==> config.mk <==
export PLATFORM = sky130hd
export DESIGN_NAME = utf8_to_ucs2_decoder
export DESIGN_NICKNAME = d
export VERILOG_FILES = /design/src/hw/rtl/u8u2_pkg.sv /design/src/hw/rtl/u8u2_in_reg.sv /design/src/hw/rtl/u8u2_decode.sv /design/src/hw/rtl/u8u2_out_reg.sv /design/src/hw/rtl/utf8_to_ucs2_decoder.sv
export SDC_FILE = /design/constraint.sdc
export NUM_CORES = 1
export LEC_CHECK = 0
export ABC_AREA = 1
export BUFFER_PORTS_ARGS = -buffer_cell sky130_fd_sc_hd__buf_4
export CAP_MARGIN = 30
export CELL_PAD_IN_SITES_DETAIL_PLACEMENT = 0
export CELL_PAD_IN_SITES_GLOBAL_PLACEMENT = 2
export CORE_MARGIN = 4
export CORE_UTILIZATION = 37
export CTS_CLUSTER_SIZE = 8
export DETAILED_ROUTE_END_ITERATION = 10
export GPL_ROUTABILITY_DRIVEN = 0
export GPL_TIMING_DRIVEN = 0
export PLACE_DENSITY = 0.93
export SYNTH_ARGS = -nofsm -noshare
export SYNTH_HDL_FRONTEND = slang
export SYNTH_HIERARCHICAL = 1
export SYNTH_SLANG_ARGS = --single-unit
==> constraint.sdc <==
create_clock -name clk -period 9 [get_ports clk]
set_input_delay 1.35 -clock clk [delete_from_list [all_inputs] [get_ports clk]]
set_output_delay 1.35 -clock clk [all_outputs]
set_load 0.05 [all_outputs]
==> src/hw/rtl/u8u2_pkg.sv <==
// ----------------------------------------------------------------------------
// u8u2_pkg
// Shared types and constants for the UTF-8 to UCS-2 decoder.
// ----------------------------------------------------------------------------
package u8u2_pkg;

    localparam int unsigned MAX_COUNT_DEFAULT = 255;
    localparam int unsigned COUNT_W           = 8;
    localparam int unsigned UNIT_W            = 16;
    localparam int unsigned PART_W            = 12;

    // byte class masks and patterns
    localparam logic [7:0] MASK_TOP3   = 8'hE0;
    localparam logic [7:0] MASK_TOP2   = 8'hC0;
    localparam logic [7:0] MASK_TOP1   = 8'h80;
    localparam logic [7:0] MASK_TOP4   = 8'hF0;
    localparam logic [7:0] MASK_CONT   = 8'h3F;
    localparam logic [7:0] MASK_LEAD2  = 8'h1F;
    localparam logic [7:0] MASK_LEAD3  = 8'h0F;
    localparam logic [7:0] PAT_LEAD2   = 8'hC0;
    localparam logic [7:0] PAT_CONT    = 8'h80;
    localparam logic [7:0] PAT_LEAD3   = 8'hE0;

    typedef struct packed {
        logic [UNIT_W-1:0]  code_unit;
        logic               is_end;
        logic               is_error;
        logic [COUNT_W-1:0] unit_count;
    } result_t;

    // pipeline flow control between stages
    typedef struct packed {
        logic valid;
        logic advance;
    } flow_t;

endpackage

==> src/hw/rtl/u8u2_in_reg.sv <==
// ----------------------------------------------------------------------------
// u8u2_in_reg
// Input register: holds one byte item until the decode stage consumes it.
// ----------------------------------------------------------------------------
module u8u2_in_reg (
    input  logic       clk,
    input  logic       rst_n,
    input  logic       in_valid,
    output logic       in_ready,
    input  logic [7:0] in_byte,
    input  logic       advance,
    output logic       byte_valid,
    output logic [7:0] byte_q
);
    import u8u2_pkg::*;

    logic       valid_reg;
    logic       valid_next;
    logic [7:0] byte_reg;

    // free when empty or draining this cycle
    assign in_ready = !valid_reg || advance;

    always_comb
    begin
        valid_next = valid_reg;
        if (in_valid && in_ready)
        begin
            valid_next = 1'b1;
        end
        else if (advance)
        begin
            valid_next = 1'b0;
        end
    end

    always_ff @(posedge clk or negedge rst_n)
    begin
        if (!rst_n)
        begin
            valid_reg <= 1'b0;
        end
        else
        begin
            valid_reg <= valid_next;
        end
    end

    // payload, no reset
    always_ff @(posedge clk)
    begin
        if (in_valid && in_ready)
        begin
            byte_reg <= in_byte;
        end
    end

    assign byte_valid = valid_reg;
    assign byte_q     = byte_reg;

endmodule

==> src/hw/rtl/u8u2_decode.sv <==
// ----------------------------------------------------------------------------
// u8u2_decode
// Decode state machine: tracks sequence position, assembles payload bits
// and counts units; produces at most one result per consumed byte.
// ----------------------------------------------------------------------------
module u8u2_decode #(
    parameter int unsigned MAX_COUNT = u8u2_pkg::MAX_COUNT_DEFAULT
) (
    input  logic              clk,
    input  logic              rst_n,
    input  u8u2_pkg::flow_t   flow,
    input  logic [7:0]        byte_q,
    output logic              res_valid,
    output u8u2_pkg::result_t res
);
    import u8u2_pkg::*;

    typedef enum logic [1:0] {
        MODE_LEAD = 2'd0,
        MODE_LAST = 2'd1,
        MODE_MID  = 2'd2,
        MODE_DROP = 2'd3
    } mode_t;

    localparam logic [COUNT_W-1:0] COUNT_CAP =
        (MAX_COUNT > 255) ? COUNT_W'(255) : COUNT_W'(MAX_COUNT);

    mode_t              mode_reg,    mode_next;
    logic [PART_W-1:0]  partial_reg, partial_next;
    logic [COUNT_W-1:0] units_reg,   units_next;
    logic               is_cont;
    logic               is_nul;
    logic [COUNT_W-1:0] units_inc;

    assign is_cont   = (byte_q & MASK_TOP2) == PAT_CONT;
    assign is_nul    = byte_q == 8'd0;
    assign units_inc = (units_reg < COUNT_CAP) ? units_reg + 1'b1 : units_reg;

    // next state and result for the byte in the input register
    always_comb
    begin
        mode_next    = mode_reg;
        partial_next = partial_reg;
        units_next   = units_reg;
        res_valid    = 1'b0;
        res          = '0;
        case (mode_reg)
            MODE_LEAD:
            begin
                if (is_nul)
                begin
                    res_valid        = 1'b1;
                    res.is_end       = 1'b1;
                    res.unit_count   = units_reg;
                    units_next       = '0;
                    partial_next     = '0;
                end
                else if ((byte_q & MASK_TOP1) == 8'd0)
                begin
                    res_valid        = 1'b1;
                    res.code_unit    = {8'd0, byte_q};
                    res.unit_count   = units_inc;
                    units_next       = units_inc;
                    partial_next     = '0;
                end
                else if ((byte_q & MASK_TOP3) == PAT_LEAD2)
                begin
                    partial_next = {4'd0, byte_q & MASK_LEAD2};
                    mode_next    = MODE_LAST;
                end
                else if ((byte_q & MASK_TOP4) == PAT_LEAD3)
                begin
                    partial_next = {4'd0, byte_q & MASK_LEAD3};
                    mode_next    = MODE_MID;
                end
                else
                begin
                    // stray continuation, four-byte lead or other invalid lead byte
                    res_valid      = 1'b1;
                    res.is_end     = 1'b1;
                    res.is_error   = 1'b1;
                    res.unit_count = units_reg;
                    units_next     = '0;
                    partial_next   = '0;
                    mode_next      = MODE_DROP;
                end
            end
            MODE_MID, MODE_LAST:
            begin
                if (!is_cont)
                begin
                    res_valid      = 1'b1;
                    res.is_end     = 1'b1;
                    res.is_error   = 1'b1;
                    res.unit_count = units_reg;
                    units_next     = '0;
                    partial_next   = '0;
                    mode_next      = is_nul ? MODE_LEAD : MODE_DROP;
                end
                else if (mode_reg == MODE_MID)
                begin
                    partial_next = {partial_reg[5:0], byte_q[5:0] & MASK_CONT[5:0]};
                    mode_next    = MODE_LAST;
                end
                else
                begin
                    res_valid      = 1'b1;
                    res.code_unit  = {partial_reg[9:0], byte_q[5:0] & MASK_CONT[5:0]};
                    res.unit_count = units_inc;
                    units_next     = units_inc;
                    partial_next   = '0;
                    mode_next      = MODE_LEAD;
                end
            end
            default:
            begin
                // dropping up to and including the NUL
                if (is_nul)
                begin
                    mode_next = MODE_LEAD;
                end
            end
        endcase
    end

    always_ff @(posedge clk or negedge rst_n)
    begin
        if (!rst_n)
        begin
            mode_reg    <= MODE_LEAD;
            partial_reg <= '0;
            units_reg   <= '0;
        end
        else if (flow.valid && flow.advance)
        begin
            mode_reg    <= mode_next;
            partial_reg <= partial_next;
            units_reg   <= units_next;
        end
    end

endmodule

==> src/hw/rtl/u8u2_out_reg.sv <==
// ----------------------------------------------------------------------------
// u8u2_out_reg
// Result register: holds one result item until the consumer takes it.
// ----------------------------------------------------------------------------
module u8u2_out_reg (
    input  logic              clk,
    input  logic              rst_n,
    input  logic              load,
    input  u8u2_pkg::result_t res,
    output logic              free,
    output logic              out_valid,
    input  logic              out_ready,
    output u8u2_pkg::result_t res_q
);
    import u8u2_pkg::*;

    logic    valid_reg;
    result_t res_reg;

    // slot is free when empty or being taken now
    assign free = !valid_reg || out_ready;

    always_ff @(posedge clk or negedge rst_n)
    begin
        if (!rst_n)
        begin
            valid_reg <= 1'b0;
        end
        else if (free)
        begin
            valid_reg <= load;
        end
    end

    always_ff @(posedge clk)
    begin
        if (free && load)
        begin
            res_reg <= res;
        end
    end

    assign out_valid = valid_reg;
    assign res_q     = res_reg;

endmodule

==> src/hw/rtl/utf8_to_ucs2_decoder.sv <==
// ----------------------------------------------------------------------------
// utf8_to_ucs2_decoder
// Decodes a NUL-terminated UTF-8 byte stream into UCS-2 code units, with a
// terminator or error item closing each string.
// ----------------------------------------------------------------------------
//  channel  handshake            payload
//  input    in_valid/in_ready    in_byte
//  output   out_valid/out_ready  code_unit, is_end, is_error, unit_count
//
//  one byte item per cycle when not stalled; bytes pass input then result register
//  throughput is set by the single decode stage between input and result register
//  the result register lets a new byte enter while a finished result waits
//  out_ready low stalls the decode stage only once the result register is full
//  rst_n clears the decode mode, payload bits and unit count asynchronously
// ----------------------------------------------------------------------------
module utf8_to_ucs2_decoder #(
    parameter int unsigned MAX_COUNT = u8u2_pkg::MAX_COUNT_DEFAULT
) (
    input  logic                         clk,
    input  logic                         rst_n,
    input  logic                         in_valid,
    output logic                         in_ready,
    input  logic [7:0]                   in_byte,
    output logic                         out_valid,
    input  logic                         out_ready,
    output logic [u8u2_pkg::UNIT_W-1:0]  code_unit,
    output logic                         is_end,
    output logic                         is_error,
    output logic [u8u2_pkg::COUNT_W-1:0] unit_count
);
    import u8u2_pkg::*;

    flow_t      flow;
    logic       byte_valid;
    logic       advance;
    logic [7:0] byte_q;
    logic       res_valid;
    logic       out_free;
    result_t    res;
    result_t    res_q;

    // decode stage moves when the result slot can take its output
    assign advance = byte_valid && out_free;
    assign flow    = '{valid: byte_valid, advance: advance};

    u8u2_in_reg u_in_reg (
        .clk        (clk),
        .rst_n      (rst_n),
        .in_valid   (in_valid),
        .in_ready   (in_ready),
        .in_byte    (in_byte),
        .advance    (advance),
        .byte_valid (byte_valid),
        .byte_q     (byte_q)
    );

    u8u2_decode #(
        .MAX_COUNT (MAX_COUNT)
    ) u_decode (
        .clk       (clk),
        .rst_n     (rst_n),
        .flow      (flow),
        .byte_q    (byte_q),
        .res_valid (res_valid),
        .res       (res)
    );

    u8u2_out_reg u_out_reg (
        .clk       (clk),
        .rst_n     (rst_n),
        .load      (advance && res_valid),
        .res       (res),
        .free      (out_free),
        .out_valid (out_valid),
        .out_ready (out_ready),
        .res_q     (res_q)
    );

    assign code_unit  = res_q.code_unit;
    assign is_end     = res_q.is_end;
    assign is_error   = res_q.is_error;
    assign unit_count = res_q.unit_count;

endmodule

# Word level (Yosys, flattened, before mapping)
# Index checks and enable logic that the tools add are counted.
# W data, S select, Z words.
# totals
reg_bits	56
input_bits	12
out_inout_bits	28
elab_cells	89
# classes
addsub	1
magnitude_cmp	1
n_eq_ne	10
n_mux	48
reduce_logical	19
# op_table
cell	n
$mux W8	13
$mux W10	6
$pmux W26 S2	1
$mux W16	2
$pmux W10 S2	1
$logic_not A8 Y1	2
$mux W2	8
$pmux W8 S2	1
$mux W1	12
$add A8 B1 Y8 const B	1
$lt A8 B8 Y1 const B	1
$ne A4 B2 Y1 const B	2
$logic_and A1 B1 Y1	5
$mux W5	1
$reduce_and A5 Y1	1
$eq A2 B2 Y1 const B	2
$eq A4 B4 Y1 const B	1
$mux W4	1
$ne A2 B2 Y1 const B	2
$pmux W2 S2	1
$reduce_and A4 Y1	1
$reduce_bool A2 Y1	2
$eq A3 B3 Y1 const B	1
$ne A3 B3 Y1 const B	1
other kinds (8)	10

# Depth between registers and ports, before layout
# depth
depth_word	8
depth_mapped	11
depth_no_buf	10

# Modules after synthesis
# Netlist, hierarchy kept.
# modules_own_cells
module	n_inst	cells_each	area_each_um2	seq_area_each_um2
u8u2_decode	1	262	1665.3	500.5
u8u2_out_reg	1	32	825.8	805.8
u8u2_in_reg	1	14	285.3	265.3
utf8_to_ucs2_decoder	1	4	17.5	0.0

# Worst setup path before layout
# OpenSTA, ideal clock, no wires.
# synth_path
path_type	input -> register
startpoint	input out_ready
endpoint	register u_out_reg.res_reg, in the netlist u_out_reg/res_q[0], enable pin
setup_ns	0.418
arrival_time_ns	2.941
required_ns	8.582
setup_slack_ns	5.641
stages	6
n_path_buf	0
path_cell_list	inv_1 -> nand2_1 -> nand2_1 -> nor2_2 -> inv_1 -> a21oi_1
# synth_between
elab_chain_cells	4
# synth_rtl
item	line	source
from (decl)	utf8_to_ucs2_decoder.sv:25	input logic out_ready,
$logic_or A1 B1 Y1 *	u8u2_out_reg.sv:21	assign free = !valid_reg || out_ready;
net out_free	utf8_to_ucs2_decoder.sv:38	logic out_free;
$logic_and A1 B1 Y1	utf8_to_ucs2_decoder.sv:43	assign advance = byte_valid && out_free;
$logic_and A1 B1 Y1	utf8_to_ucs2_decoder.sv:71	.load (advance && res_valid),
$logic_and A1 B1 Y1 *	u8u2_out_reg.sv:37	if (free && load)
to (signal assigned)	u8u2_out_reg.sv:39	res_reg <= res;
to (decl)	u8u2_out_reg.sv:18	result_t res_reg;
# The timed path passes the listed nets; every way through them passes the cells marked *.
# A chain may end at the register's enable or synchronous reset.

# Worst setup path after layout
# layout_path
startpoint	input out_ready
endpoint	output in_ready
# layout_between
elab_chain_cells	3
# layout_rtl
item	line	source
$logic_or A1 B1 Y1	u8u2_out_reg.sv:21	
net out_free	utf8_to_ucs2_decoder.sv:38	
$logic_and A1 B1 Y1	utf8_to_ucs2_decoder.sv:43	
net advance	utf8_to_ucs2_decoder.sv:35	logic advance;
$logic_or A1 B1 Y1	u8u2_in_reg.sv:22	assign in_ready = !valid_reg || advance;
to (decl)	utf8_to_ucs2_decoder.sv:22	output logic in_ready,
# The timed path passes the listed nets, and every way through them passes these cells.

==> key figures <==
Outcome
  – Status: finished clean

Critical path
  – Reg2reg path depth: 10
  – CP peak stage delay: ~0.19 ns
  – CP cell instances: buf_4 > inv_1 > nand2_1 > nand2_1 > inv_1 > inv_1 > nand2_1 > buf_4
  – Critical path type: in2out
  – R2R Path End: u_out_reg/res_q[5]
  – Worst reg2reg setup slack: between 6 and 7 ns
  – Worst setup SP type: input pin
  – CP max FO: 3
  – WP data required: 7.65 ns
  – CP max stage cell: buf_4
  – Reg-to-reg critical path startpoint: u_in_reg/byte_q[7]
  – Crit end category: primary output
  – Worst Path Arrival: around 2.1 ns

Placement
  – Pre-CTS setup slack: 5.52 ns
  – IO buf count: 39
  – Dpl hpwl: ~4600 um

Floorplanning
  – Die Height: around 95 um
  – Core area: 7290 um^2
  – I/O Pins: 40
  – Die Width: ~95 um
  – Initial Util: a little under two fifths
  – Standard-cell row count: 31
  – Die area: roughly 9000 um^2

STA
  – Setup TNS Final: 0 ns
  – Worst Skew: slightly above 0.009 ns
  – Setup Viol. Count Final: 0
  – Count of final max-slew check failures: 0
  – Actual slew at the worst max-slew pin: between 0.8 and 0.9 ns
  – Fin crit share: between 30 and 40%
  – Fin worst setup slack: 5.53 ns
  – Fmax: between 200 and 300 MHz
  – Slew margin rel.: between 30 and 40%
  – RSZ-0062 raised after global routing: no
  – Fin. Hold Viols: 0
  – Min Clock Period, post-route: around 3.5 ns

Finish
  – Share of layout cells above drive strength 1: 20.3%
  – NumNets Final: 375
  – Number of antenna diodes: 0
  – Area Growth Syn to Fin: 18.5%
  – Max FFs per register: 26

Global route
  – Overall Global Routing Usage: roughly 14%
  – Vias in the first global route: approximately 2,000
  – Global-route wire length before repair: between 9000 and 10,000 um
  – Initial antenna violation count: 0
  – Largest net degree at the start of global routing: 27
  – Global route overflow: 0

Drt
  – Number of remaining DRC errors: 0
  – Final wirelength: 6130 um
  – DRT antenna net count: 0
  – Via count: between 2,000 and 2,500
  – DRT iter0 DRCs: about 160
  – Avg WL per Cell: about 13 um
  – First-pass DRT Iterations: 4
  – Via/cell ratio: between 4 and 5

Pwr
  – Leakage power: between 1 and 1.5 nW
  – Worst vdd ir: around 0.18 mV
  – Pwr per Cell Area: roughly 320 nW/um^2

Clock tree
  – Post-CTS sizing: 0
  – Clock Path Buffers: 2
  – Clock transition at path regs: roughly 0.1 ns
  – Root Buffer: clkbuf_8
  – Num Clock Sinks: 56
  – Cts hold-fix bufs: 0
  – Cts bufs inserted: 5
  – Clk Latency, worst-skew pair: between 0.3 and 0.4 ns
  – TritonCTS clock tree: done
  – Post-CTS setup buffers: 0
  – H-Tree Depth: 2

Hold path
  – Worst hold endpoint: u_decode/partial_reg[8]
  – Worst Hold Launch: u_decode/partial_reg[2]
  – WHS Path Cells: 2
  – Worst min-delay path category: reg2reg

Synthesis
  – Synth Warn #: 6
  – FFs w/ async S/R, synth: between 30 and 40%
  – Post-synth cell types: 31
  – Cells after Synth: roughly 310
  – Synth Flop Type: edfxtp_1
  – Syn Area/Cell: just under 9 um^2
  – Sequential area share after synthesis: between 50% and 60%
  – Syn Nets: around 330
  – Synthesized area: between 2000 and 3000 um^2
  – Post-synthesis register bit count: between 50 and 60
  – EDFF count, synth: 34

Job
  – Maxcap violations: 0
## logic make-up after synthesis
logic type / Yosys count / share of synthesized area [%]
AND/OR/NAND/NOR: 153 / 24.1
flip-flops: 56 / 56.2
buffers and inverters: 53 / 7.61
AO/OA/AOI/OAI: 43 / 9.14
adder cells (fa/ha/maj): 5 / 2.24
XOR/XNOR: 2 / 0.627
## metal layers
metal | vias to the layer above | GRT usage, % | part of all wire, %
li1 | 1111 | - | -
met1 | 1023 | 20.3 | 48
met2 | 46 | 22.9 | 47
met3 | 6 | 2.39 | 4.5
met4 | 0 | 3.97 | 1.1
met5 | - | 0 | 0
## power by group
group	switching [mW]	total [mW]	internal, mW	leakage [nW]
Clock	0.0846	0.140	0.0555	0.0445
Combinational	0.401	0.538	0.137	0.797
Sequential	0.0310	0.394	0.363	0.621
## final cells by class
class	count	area, um^2
inverters	47	176
clock buffers	5	68.8
repair buffers	39	293
clock inverters	3	21.3
flip-flops and latches	56	1570
plain buffers	6	36.3
well taps	99	124
multi-input cells	203	1020
fillers	753	3980
## placed cells by master, fill, tap and decap left out, types with 2 or more instances in the layout
cell type	count
nor2_1	24
buf_2	2
nor2_2	2
inv_1	40
nand3_1	30
nand2_1	73
a21oi_1	4
inv_2	5
o22ai_1	6
edfxtp_1	34
ha_1	5
buf_4	40
clkbuf_1	2
o21ai_2	4
nor3_1	14
clkbuf_8	5
nor2_4	3
a21oi_2	2
nand2_2	5
o21ai_0	21
clkinv_1	2
dfrtp_1	22
## synthesized netlist by cell type, types with 2 or more instances
cell      count  area share [%]
o21ai_2       4             1.3
a21oi_2       2            0.63
inv_1        40             5.4
nor2_2        2            0.45
nand2_2       5             1.1
buf_2         2            0.36
nor3_1       14             2.5
inv_2         5            0.67
clkinv_1      2            0.27
edfxtp_1     34              37
o22ai_1       6             1.3
nor2_4        3             1.2
nand2_1      73             9.8
a21oi_1       5            0.90
dfrtp_1      22              20
nand3_1      30             5.4
clkbuf_1      2            0.27
ha_1          5             2.2
nor2_1       24             3.2
o21ai_0      21             3.8
## critical path: cells and delay by family
kind	cells	cell delay, ns
simple gates	3	0.24
buf+inv	5	0.52
## worst max path at each step
stage | start | to | slack [ns] | cells after the start
after floorplan | out_ready | u_out_reg/res_q[0] | 5.64 | 6
after global placement | out_ready | u_out_reg/res_q[5] | 4.88 | 7
after detailed placement | out_ready | in_ready | 5.52 | 8
after CTS | out_ready | in_ready | 5.51 | 8
after global routing | out_ready | in_ready | 5.46 | 8
final | out_ready | in_ready | 5.53 | 8
## stage by stage
step | power (mW) | std cells | area (um^2) | util, % | hold WS (ns)
after global placement | 0.936 | 450 | 3210 | 44.0 | 0.515
after detailed placement | 0.941 | 450 | 3220 | 44.2 | 0.528
after floorplan | 0.781 | 312 | 2790 | - | 0.480
after global routing | 1.14 | 458 | 3310 | 45.4 | 0.567
final | 1.07 | 458 | 3310 | 45.4 | 0.551
after CTS | 1.08 | 458 | 3310 | 45.4 | 0.556
Power figures use the tool's default switching activity.
